===== src/gne_pkg.sv =====
package gne_pkg;

   // Command codes carried in the low tuser bit.
   localparam logic CMD_MEASURE = 1'b0;
   localparam logic CMD_ENCODE  = 1'b1;

   // Fixed widths of the peak, its square root and the encoded bytes.
   localparam int PEAK_W = 32;
   localparam int ROOT_W = 16;
   localparam int BYTE_W = 8;

   // Encoded byte values for a zero peak and for a saturated quotient.
   localparam logic [BYTE_W-1:0] ENC_MID  = 8'd127;
   localparam logic [BYTE_W-1:0] ENC_FULL = 8'd255;

   // First test bit of the square root recurrence (highest even power of two).
   localparam logic [PEAK_W-1:0] ROOT_FIRST_BIT = 32'h4000_0000;

   // Result packing: peak in the low word, then x, y and z bytes.
   localparam int RSP_W = PEAK_W + 3 * BYTE_W;

   // Control that the sequencer hands to each component lane.
   typedef struct packed {
      logic       square;  // register the squared magnitude
      logic       prep;    // set up the division or settle a special case
      logic       step;    // one restoring division step
      logic [2:0] idx;     // quotient bit resolved by this step
   } lane_ctrl_type;

endpackage


===== src/gne_isqrt.sv =====
module gne_isqrt
   import gne_pkg::*;
(
   input  logic              clock,
   input  logic              reset,
   input  logic              start,
   input  logic [PEAK_W-1:0] value,
   output logic [ROOT_W-1:0] root,
   output logic              done
);

   logic [PEAK_W-1:0] x_ff;
   logic [PEAK_W-1:0] res_ff;
   logic [PEAK_W-1:0] bit_ff;
   logic              done_ff;
   logic [PEAK_W-1:0] trial;
   logic              fits;

   // One digit of the root per cycle: test whether the trial value still fits.
   assign trial = res_ff + bit_ff;
   assign fits  = (x_ff >= trial);

   always_ff @(posedge clock) begin
      if (reset) begin
         bit_ff  <= '0;
         done_ff <= 1'b0;
      end else begin
         done_ff <= 1'b0;
         if (start) begin
            x_ff   <= value;
            res_ff <= '0;
            bit_ff <= ROOT_FIRST_BIT;
         end else if (|bit_ff) begin
            if (fits) begin
               x_ff   <= x_ff - trial;
               res_ff <= (res_ff >> 1) + bit_ff;
            end else begin
               res_ff <= res_ff >> 1;
            end
            bit_ff <= bit_ff >> 2;
            if (bit_ff == PEAK_W'(1)) begin
               done_ff <= 1'b1;
            end
         end
      end
   end

   // The root of a 32-bit value always fits in the low half.
   assign root = res_ff[ROOT_W-1:0];
   assign done = done_ff;

endmodule


===== src/gne_lane.sv =====
module gne_lane
   import gne_pkg::*;
#(
   parameter int GRAD_BITS = 16
)
(
   input  logic                        clock,
   input  logic                        reset,
   input  logic signed [GRAD_BITS-1:0] grad,
   input  logic [ROOT_W-1:0]           root,
   input  lane_ctrl_type               ctrl,
   output logic [2*GRAD_BITS-1:0]      square,
   output logic [BYTE_W-1:0]           enc
);

   localparam int SUM_W = ((GRAD_BITS > ROOT_W) ? GRAD_BITS : ROOT_W) + 2;
   localparam int NUM_W = SUM_W + 8;
   localparam int REM_W = ROOT_W + 9;
   localparam int SQ_W  = 2 * GRAD_BITS;

   logic [GRAD_BITS-1:0]    grad_u;
   logic [GRAD_BITS-1:0]    mag;
   logic signed [SUM_W-1:0] g_ext;
   logic signed [SUM_W-1:0] m_ext;
   logic signed [SUM_W-1:0] sum;
   logic [SUM_W-1:0]        sum_u;
   logic [NUM_W-1:0]        num;
   logic [NUM_W-1:0]        limit;
   logic [REM_W-1:0]        trial;

   logic [SQ_W-1:0]   sq_ff;
   logic [REM_W-1:0]  rem_ff;
   logic [BYTE_W-1:0] enc_ff;
   logic              div_on_ff;

   // Magnitude of the component; the most negative code maps to its unsigned value.
   assign grad_u = grad;
   assign mag    = grad[GRAD_BITS-1] ? (~grad_u + 1'b1) : grad_u;

   // Numerator 255 * (g + M), formed as a shift and a subtract.
   assign g_ext = SUM_W'(grad);
   assign m_ext = SUM_W'({1'b0, root});
   assign sum   = g_ext + m_ext;
   assign sum_u = sum;
   assign num   = {sum_u, 8'b0} - NUM_W'(sum_u);

   // A quotient of 256 or more against divisor 2M saturates.
   assign limit = NUM_W'({root, 9'b0});
   assign trial = REM_W'({root, 1'b0}) << ctrl.idx;

   always_ff @(posedge clock) begin
      if (ctrl.square) begin
         sq_ff <= SQ_W'(mag) * SQ_W'(mag);
      end
   end

   // Restoring division, one quotient bit per step from the top bit down.
   always_ff @(posedge clock) begin
      if (reset) begin
         div_on_ff <= 1'b0;
      end else if (ctrl.prep) begin
         priority if (root == '0) begin
            enc_ff    <= ENC_MID;
            div_on_ff <= 1'b0;
         end else if (sum < 0) begin
            enc_ff    <= '0;
            div_on_ff <= 1'b0;
         end else if (num >= limit) begin
            enc_ff    <= ENC_FULL;
            div_on_ff <= 1'b0;
         end else begin
            enc_ff    <= '0;
            rem_ff    <= num[REM_W-1:0];
            div_on_ff <= 1'b1;
         end
      end else if (ctrl.step && div_on_ff && (rem_ff >= trial)) begin
         rem_ff           <= rem_ff - trial;
         enc_ff[ctrl.idx] <= 1'b1;
      end
   end

   assign square = sq_ff;
   assign enc    = enc_ff;

endmodule


===== src/gne_merge.sv =====
module gne_merge
   import gne_pkg::*;
#(
   parameter int GRAD_BITS = 16
)
(
   input  logic [2*GRAD_BITS-1:0] sq_x,
   input  logic [2*GRAD_BITS-1:0] sq_y,
   input  logic [2*GRAD_BITS-1:0] sq_z,
   input  logic [PEAK_W-1:0]      peak,
   input  logic                   restart,
   input  logic                   command,
   input  logic [BYTE_W-1:0]      enc_x,
   input  logic [BYTE_W-1:0]      enc_y,
   input  logic [BYTE_W-1:0]      enc_z,
   output logic [PEAK_W-1:0]      new_peak,
   output logic [RSP_W-1:0]       rsp_data
);

   localparam int SUM_W = 2 * GRAD_BITS + 2;
   localparam int EXT_W = (SUM_W > PEAK_W) ? SUM_W : PEAK_W + 1;

   logic [SUM_W-1:0]  sum;
   logic [EXT_W-1:0]  sum_ext;
   logic [PEAK_W-1:0] sq32;
   logic [PEAK_W-1:0] base;
   logic              is_encode;

   // Squared magnitude, saturated to the peak width.
   assign sum     = SUM_W'(sq_x) + SUM_W'(sq_y) + SUM_W'(sq_z);
   assign sum_ext = EXT_W'(sum);
   assign sq32    = (|sum_ext[EXT_W-1:PEAK_W]) ? '1 : sum_ext[PEAK_W-1:0];

   // Running maximum, optionally restarted from zero.
   assign base     = restart ? '0 : peak;
   assign new_peak = (sq32 > base) ? sq32 : base;

   // Result word: bytes are zero for a measure item.
   assign is_encode = (command == CMD_ENCODE);
   assign rsp_data  = is_encode ? {enc_z, enc_y, enc_x, peak}
                                : {{(3 * BYTE_W){1'b0}}, peak};

endmodule


===== src/gradient_normal_encoder.sv =====
// Channel | Ports                         | Fields, lowest bit first
// req     | req_tvalid/tready/tdata/tuser | tdata: grad_x, grad_y, grad_z; tuser: command, restart
// rsp     | rsp_tvalid/tready/tdata       | tdata: peak_square, enc_x, enc_y, enc_z
//
// Measure: capture, squaring, merge and load, then the next item can be taken.
// Encode with a cached root: capture, setup, 8 division steps, load; the first
// encode after any measure item first runs the bit-serial square root.
// Reset clears the peak, the cached root's valid flag and the result valid flag.
// A stalled result holds the sequencer in its output state; the result register still lets
// the next item be taken while a result waits.
module gradient_normal_encoder
   import gne_pkg::*;
#(
   parameter int GRAD_BITS = 16
)
(
   input  logic                     clock,
   input  logic                     reset,
   input  logic                     req_tvalid,
   output logic                     req_tready,
   // grad_x, grad_y, grad_z, zero padding to whole bytes
   input  logic [((3*GRAD_BITS+7)/8)*8-1:0] req_tdata,
   // command, restart
   input  logic [1:0]               req_tuser,
   output logic                     rsp_tvalid,
   input  logic                     rsp_tready,
   // peak_square[31:0], enc_x[39:32], enc_y[47:40], enc_z[55:48]
   output logic [RSP_W-1:0]         rsp_tdata
);

   localparam logic [2:0] ST_IDLE   = 3'd0;
   localparam logic [2:0] ST_SQUARE = 3'd1;
   localparam logic [2:0] ST_MERGE  = 3'd2;
   localparam logic [2:0] ST_ROOT   = 3'd3;
   localparam logic [2:0] ST_PREP   = 3'd4;
   localparam logic [2:0] ST_DIV    = 3'd5;
   localparam logic [2:0] ST_OUT    = 3'd6;

   localparam int SQ_W = 2 * GRAD_BITS;

   logic [2:0]                  state_ff;
   logic [2:0]                  state_in;
   logic signed [GRAD_BITS-1:0] gx_ff;
   logic signed [GRAD_BITS-1:0] gy_ff;
   logic signed [GRAD_BITS-1:0] gz_ff;
   logic                        cmd_ff;
   logic                        restart_ff;
   logic [PEAK_W-1:0]           peak_ff;
   logic [PEAK_W-1:0]           peak_in;
   logic [ROOT_W-1:0]           root_ff;
   logic                        root_valid_ff;
   logic [2:0]                  cnt_ff;
   logic                        rsp_valid_ff;
   logic [RSP_W-1:0]            rsp_data_ff;

   logic                        req_xfer;
   logic                        rsp_free;
   logic                        root_start;
   logic [ROOT_W-1:0]           root_new;
   logic                        root_done;
   lane_ctrl_type               lane_ctrl;
   logic [SQ_W-1:0]             sq_x;
   logic [SQ_W-1:0]             sq_y;
   logic [SQ_W-1:0]             sq_z;
   logic [BYTE_W-1:0]           enc_x;
   logic [BYTE_W-1:0]           enc_y;
   logic [BYTE_W-1:0]           enc_z;
   logic [PEAK_W-1:0]           merged_peak;
   logic [RSP_W-1:0]            rsp_data;

   assign req_tready = (state_ff == ST_IDLE);
   assign req_xfer   = req_tvalid && req_tready;
   assign rsp_free   = !rsp_valid_ff || rsp_tready;
   assign root_start = req_xfer && (req_tuser[0] == CMD_ENCODE) && !root_valid_ff;

   // Sequencer for one item at a time.
   always_comb begin
      state_in = state_ff;
      unique case (state_ff)
         ST_IDLE: begin
            if (req_xfer) begin
               if (req_tuser[0] == CMD_MEASURE) begin
                  state_in = ST_SQUARE;
               end else if (root_valid_ff) begin
                  state_in = ST_PREP;
               end else begin
                  state_in = ST_ROOT;
               end
            end
         end
         ST_SQUARE: state_in = ST_MERGE;
         ST_MERGE:  state_in = ST_OUT;
         ST_ROOT: begin
            if (root_done) begin
               state_in = ST_PREP;
            end
         end
         ST_PREP:   state_in = ST_DIV;
         ST_DIV: begin
            if (cnt_ff == '0) begin
               state_in = ST_OUT;
            end
         end
         ST_OUT: begin
            if (rsp_free) begin
               state_in = ST_IDLE;
            end
         end
         default:   state_in = ST_IDLE;
      endcase
   end

   // Lane control for the current state.
   always_comb begin
      lane_ctrl.square = (state_ff == ST_SQUARE);
      lane_ctrl.prep   = (state_ff == ST_PREP);
      lane_ctrl.step   = (state_ff == ST_DIV);
      lane_ctrl.idx    = cnt_ff;
   end

   assign peak_in = (state_ff == ST_MERGE) ? merged_peak : peak_ff;

   // Control state.
   always_ff @(posedge clock) begin
      if (reset) begin
         state_ff      <= ST_IDLE;
         peak_ff       <= '0;
         root_valid_ff <= 1'b0;
         rsp_valid_ff  <= 1'b0;
      end else begin
         state_ff <= state_in;
         peak_ff  <= peak_in;
         if (state_ff == ST_MERGE) begin
            root_valid_ff <= 1'b0;
         end else if (root_done) begin
            root_valid_ff <= 1'b1;
         end
         if ((state_ff == ST_OUT) && rsp_free) begin
            rsp_valid_ff <= 1'b1;
         end else if (rsp_tready) begin
            rsp_valid_ff <= 1'b0;
         end
      end
   end

   // Item capture, cached root, step count and the result register.
   always_ff @(posedge clock) begin
      if (req_xfer) begin
         gx_ff      <= req_tdata[GRAD_BITS-1:0];
         gy_ff      <= req_tdata[2*GRAD_BITS-1:GRAD_BITS];
         gz_ff      <= req_tdata[3*GRAD_BITS-1:2*GRAD_BITS];
         cmd_ff     <= req_tuser[0];
         restart_ff <= req_tuser[1];
      end
      if (root_done) begin
         root_ff <= root_new;
      end
      if (state_ff == ST_PREP) begin
         cnt_ff <= 3'(BYTE_W - 1);
      end else if (state_ff == ST_DIV) begin
         cnt_ff <= cnt_ff - 1'b1;
      end
      if ((state_ff == ST_OUT) && rsp_free) begin
         rsp_data_ff <= rsp_data;
      end
   end

   gne_isqrt u_isqrt (
      .clock (clock),
      .reset (reset),
      .start (root_start),
      .value (peak_ff),
      .root  (root_new),
      .done  (root_done)
   );

   gne_lane #(.GRAD_BITS(GRAD_BITS)) u_lane_x (
      .clock  (clock),
      .reset  (reset),
      .grad   (gx_ff),
      .root   (root_ff),
      .ctrl   (lane_ctrl),
      .square (sq_x),
      .enc    (enc_x)
   );

   gne_lane #(.GRAD_BITS(GRAD_BITS)) u_lane_y (
      .clock  (clock),
      .reset  (reset),
      .grad   (gy_ff),
      .root   (root_ff),
      .ctrl   (lane_ctrl),
      .square (sq_y),
      .enc    (enc_y)
   );

   gne_lane #(.GRAD_BITS(GRAD_BITS)) u_lane_z (
      .clock  (clock),
      .reset  (reset),
      .grad   (gz_ff),
      .root   (root_ff),
      .ctrl   (lane_ctrl),
      .square (sq_z),
      .enc    (enc_z)
   );

   gne_merge #(.GRAD_BITS(GRAD_BITS)) u_merge (
      .sq_x     (sq_x),
      .sq_y     (sq_y),
      .sq_z     (sq_z),
      .peak     (peak_ff),
      .restart  (restart_ff),
      .command  (cmd_ff),
      .enc_x    (enc_x),
      .enc_y    (enc_y),
      .enc_z    (enc_z),
      .new_peak (merged_peak),
      .rsp_data (rsp_data)
   );

   assign rsp_tvalid = rsp_valid_ff;
   assign rsp_tdata  = rsp_data_ff;

endmodule


===== config.mk =====
export PLATFORM = sky130hd
export DESIGN_NAME = gradient_normal_encoder
export DESIGN_NICKNAME = d
export VERILOG_FILES = /design/src/gne_pkg.sv /design/src/gne_isqrt.sv /design/src/gne_lane.sv /design/src/gne_merge.sv /design/src/gradient_normal_encoder.sv
export SDC_FILE = /design/constraint.sdc
export NUM_CORES = 2
export LEC_CHECK = 0
export BUFFER_PORTS_ARGS = -buffer_cell sky130_fd_sc_hd__buf_2
export CORE_ASPECT_RATIO = 1.2
export CORE_UTILIZATION = 35
export CTS_CLUSTER_DIAMETER = 100
export DETAILED_ROUTE_END_ITERATION = 8
export PLACE_DENSITY = 0.5
export SETUP_SLACK_MARGIN = 0.1
export SLEW_MARGIN = 20
export SYNTH_ARGS = -nofsm -noshare
export SYNTH_HDL_FRONTEND = slang
export SYNTH_HIERARCHICAL = 1
export SYNTH_SLANG_ARGS = --single-unit

===== constraint.sdc =====
create_clock -name clock -period 12.11 [get_ports clock]
set_input_delay 1.8165 -clock clock [delete_from_list [all_inputs] [get_ports clock]]
set_output_delay 1.8165 -clock clock [all_outputs]
set_load 0.01 [all_outputs]

==> results.md <==
Outcome:
- The flow ran to the end, and the final reports show no timing, DRC or antenna violations.

Logic synthesis:
- The flop and latch count out of synthesis is 438.
- In the synthesized netlist, the number of instances is 6508.
- Among all flip-flop cells after synthesis, the most frequent one is sky130_fd_sc_hd__edfxtp_1.
- In this run, synthesis inferred 378 flip-flops with an integrated enable.
- Yosys printed 6 warnings.
- Ranked by total cell area, the synthesized netlist is headed by sky130_fd_sc_hd__edfxtp_1 (19%), sky130_fd_sc_hd__fa_1 (18%), sky130_fd_sc_hd__ha_1 (13%).
- The share of flip-flops with an asynchronous set or reset is 0%.
- The share of the Yosys chip area taken by registers is 21.5%.
- The biggest area contributor in the post-synthesis netlist is sky130_fd_sc_hd__edfxtp_1.
- Dividing the synthesized area by the synthesized cell count gives 8.99 sq um.
- The post-synthesis cell type count is 126.
- The share of the synthesized area in the top cell type is 19.4%.
- Summing every instance area after synthesis gives 58500 sq um.

Die:
- The die area is 169000 sq um.
- The number of core rows is 164.
- The placeable core region is 166000 sq um.
- The die span in y is 450 um.
- The I/O pin count is 112.
- In this run the horizontal extent of the chip is 375 um.
- The initial utilization of the core area, before any placement, comes to 35.2%.

Detailed routing:
- In the final routed layout, each cell accounts on average for 20.7 um.
- The pre-antenna-repair detailed-routing pass consisted of 5 iterations.
- The first routing iteration left 3161 violations.
- In this run the remaining antenna-violating nets after routing total 0.
- In the routed design, unresolved DRC markers number 0.
- Using the TritonRoute via totals, the vias-per-cell ratio works out to 5.39.
- The wire length reported by the detailed router is 181 mm.
- The routed layout has 47100 vias.

Job:
- The number of violations of the max-capacitance limit is 0.

Final layout:
- Leaving out fill and tap cells, the most frequent cell in the layout is sky130_fd_sc_hd__inv_1.
- The area growth from synthesis to layout is 8.23%.
- The final layout contains 7746 nets.
- The fraction of final layout cells sized beyond drive strength 1 is 6.50%.
- Fill cells in the final layout number 17000.
- In the layout the commonest cells are sky130_fd_sc_hd__inv_1 (885), sky130_fd_sc_hd__nand2_1 (632), sky130_fd_sc_hd__ha_1 (629), sky130_fd_sc_hd__fa_1 (529), sky130_fd_sc_hd__nor2_1 (470).

Clock tree:
- The insertion delay of the later-clocked pin in the worst-skew pair is 0.68 ns.
- After clock tree synthesis, the repair step resized 0 gates.
- The number of buffers between clock root and the deepest sink is 3.
- The count of H-tree levels built during CTS is 2.
- The clock drives 438 sinks.
- After clock tree synthesis, the flow added hold-fix buffers numbering 0.
- The number of post-CTS setup repair buffers is 0.
- The tree is rooted in a sky130_fd_sc_hd__clkbuf_16.
- The clock tree from TritonCTS is done.
- The number of clock buffers added by TritonCTS is 55.
- The clock transition at the registers of the reported paths is 0.07 ns.

Global routing:
- The pin count of the biggest net entering global routing is 64.
- The total overflow left after global routing is 0.
- The via count of the first global-routing pass is 48400.
- The initial antenna violation count was 9.
- The global-route wire length before repair is 283 mm.
- Across every metal layer, demand over resource in global routing totals 21.5%.

Critical path:
- Broken down by cell family, the worst path's largest delay share belongs to adder cells.
- The endpoint of the most critical setup path is u_lane_z/square[31].
- The critical path class is register to register.
- The reg-to-reg critical path startpoint is gz_ff[0].
- The most frequent cell on the critical path is sky130_fd_sc_hd__fa_1.
- The data arrival time of the critical path is 9.92 ns.
- The buffering stage count on the worst path with inverters included is 5.
- The launching instance or port of the critical path is gz_ff[0].
- The capture instance of the worst register-to-register path is u_lane_z/square[31].
- The sort of element at the end of the critical path is a register.
- STA puts the critical path data required time at 12.54 ns.
- The worst register-to-register path has a setup slack of 2.62 ns.
- The critical path runs through a total of 28 cells.
- Counting cells, the worst reg-to-reg path comes to 28.
- For this design, the slowest cell found on the critical path is sky130_fd_sc_hd__xor2_1.
- The highest fanout seen on the critical path is 17.
- The worst stage delay on the critical path is 0.63 ns.
- STA classifies the critical path startpoint as a register.

Place:
- The count of buffers added on input and output ports is 111.
- The total half-perimeter wirelength after legalization and detailed placement is 143 mm.
- The final estimated routing congestion in global placement is 0.893.

Timing:
- Setup violations remaining at the end of the flow were counted as 0.
- After routing, the total negative slack on setup checks comes to 0 ns.
- The time the worst path needs with I/O delays and setup is 9.49 ns.
- The setup skew after layout is 0.0176 ns.
- The final worst-path cycle share is 78.4%.
- Static timing analysis puts the maximum clock frequency at 105 MHz.
- At the pin with the least slew margin, the transition time is 1.14 ns.
- The count of final hold-check violations is 0.
- The max-slew violation count is 0.
- Headroom to the max-slew limit came out at 23.2%.
- Setup repair after global routing left no endpoint under its margin.

Worst hold path:
- The type of the tightest min-delay check is register to register.
-- area by class of cell --
type / count / area, sq um / area share (%)
Clock inverter: 39 / 504 / 0.796
Inverter: 910 / 3420 / 5.40
Antenna cell: 1 / 2.50 / 0.00395
Sequential cell: 438 / 12600 / 19.8
Tap cell: 2158 / 2700 / 4.26
Clock buffer: 64 / 1450 / 2.29
Multi-Input combinational cell: 4948 / 41600 / 65.7
Timing Repair Buffer: 181 / 1110 / 1.75
-- worst min-delay path, cell delays in order, from the launching register on --
cell and delay, ns:
sky130_fd_sc_hd__dfxtp_1 0.32, sky130_fd_sc_hd__nand2_1 0.06, sky130_fd_sc_hd__a21oi_1 0.05
-- through the flow --
stage          instance area (sq um)  worst slack [ns]  hold slack, ns  cells  util, %
2_1_floorplan                  58600              3.87           0.440   6538        -
3_3_place_gp                   61300              2.76           0.468   8633     36.9
3_5_place_dp                   61300              2.67           0.475   8633     36.9
4_1_cts                        63300              2.63           0.483   8736     38.1
5_1_grt                        63300              2.05           0.517   8738     38.1
6_report                       63300              2.62           0.482   8739     38.1
-- cell families (layout without fill, tap and decap cells) --
logic type / count (synthesis) / count (layout) / synth area share, %
buffers and inverters: 1152 / 1194 / 7.86
muxes: 116 / 116 / 2.38
xor gates and xnor gates: 364 / 364 / 5.55
and+or+nand+nor: 1809 / 1809 / 14.7
DFF: 438 / 438 / 21.5
other: 6 / 37 / 0.0385
adders and majority gates: 1158 / 1158 / 31.6
AOI/OAI and AO/OA: 1465 / 1465 / 16.5
-- registers in the layout, summed over array words and instances, names as in the netlist, 3 cells and up --
register	count
u_lane_y/rem_ff	25
gz_ff	16
u_lane_x/enc	8
u_lane_x/square	31
gx_ff	16
peak_ff	32
state_ff	3
u_lane_z/enc	8
u_isqrt/bit_ff	16
u_lane_x/rem_ff	25
u_lane_y/square	31
gy_ff	16
cnt_ff	3
u_lane_z/square	31
u_lane_y/enc	8
u_lane_z/rem_ff	25
u_isqrt/res_ff	32
root_ff	16
rsp_tdata	56
u_isqrt/x_ff	32
-- metal layers --
| layer | part of all wire [%] | vias up | GRT usage (%) |
|---|---|---|---|
| li1 | - | 22500 | - |
| met1 | 43 | 23300 | 27.2 |
| met2 | 49 | 1026 | 37.5 |
| met3 | 3.5 | 251 | 1.80 |
| met4 | 4.7 | 0 | 9.31 |
| met5 | 0 | - | 0 |
-- worst min path at each step --
stage,startpoint,endpoint,cells past startpoint
after detailed placement,u_lane_y/div_on_ff,u_lane_y/div_on_ff,2
after CTS,u_lane_y/div_on_ff,u_lane_y/div_on_ff,2
after global placement,u_lane_y/div_on_ff,u_lane_y/div_on_ff,2
after global routing,u_lane_x/div_on_ff,u_lane_x/div_on_ff,2
after floorplan,u_lane_x/div_on_ff,u_lane_x/div_on_ff,2
final,u_lane_y/div_on_ff,u_lane_y/div_on_ff,2
-- synth_stat cells (34+ instances only) --
master and instances:
sky130_fd_sc_hd__buf_4 55, sky130_fd_sc_hd__nand2_1 632, sky130_fd_sc_hd__nor3_1 101, sky130_fd_sc_hd__xnor2_1 209
sky130_fd_sc_hd__a21o_1 153, sky130_fd_sc_hd__ha_1 629, sky130_fd_sc_hd__edfxtp_1 378, sky130_fd_sc_hd__mux2i_1 76
sky130_fd_sc_hd__o21bai_1 38, sky130_fd_sc_hd__nor2b_1 56, sky130_fd_sc_hd__a21oi_1 394, sky130_fd_sc_hd__o211ai_1 56
sky130_fd_sc_hd__xor2_1 151, sky130_fd_sc_hd__a211oi_1 79, sky130_fd_sc_hd__o31ai_1 38, sky130_fd_sc_hd__inv_1 886
sky130_fd_sc_hd__and3_1 59, sky130_fd_sc_hd__nand2b_1 64, sky130_fd_sc_hd__dfxtp_1 60, sky130_fd_sc_hd__nor4_1 34
sky130_fd_sc_hd__or3_1 37, sky130_fd_sc_hd__nand3_1 99, sky130_fd_sc_hd__a31oi_1 72, sky130_fd_sc_hd__fa_1 529
sky130_fd_sc_hd__clkbuf_1 152, sky130_fd_sc_hd__o21a_1 64, sky130_fd_sc_hd__and2_1 72, sky130_fd_sc_hd__nor2_1 472
sky130_fd_sc_hd__o21ai_0 301, sky130_fd_sc_hd__nand4_1 68
Power is not shown: default switching activity piles up to over one toggle a cycle in this logic, so the estimate is an artifact.
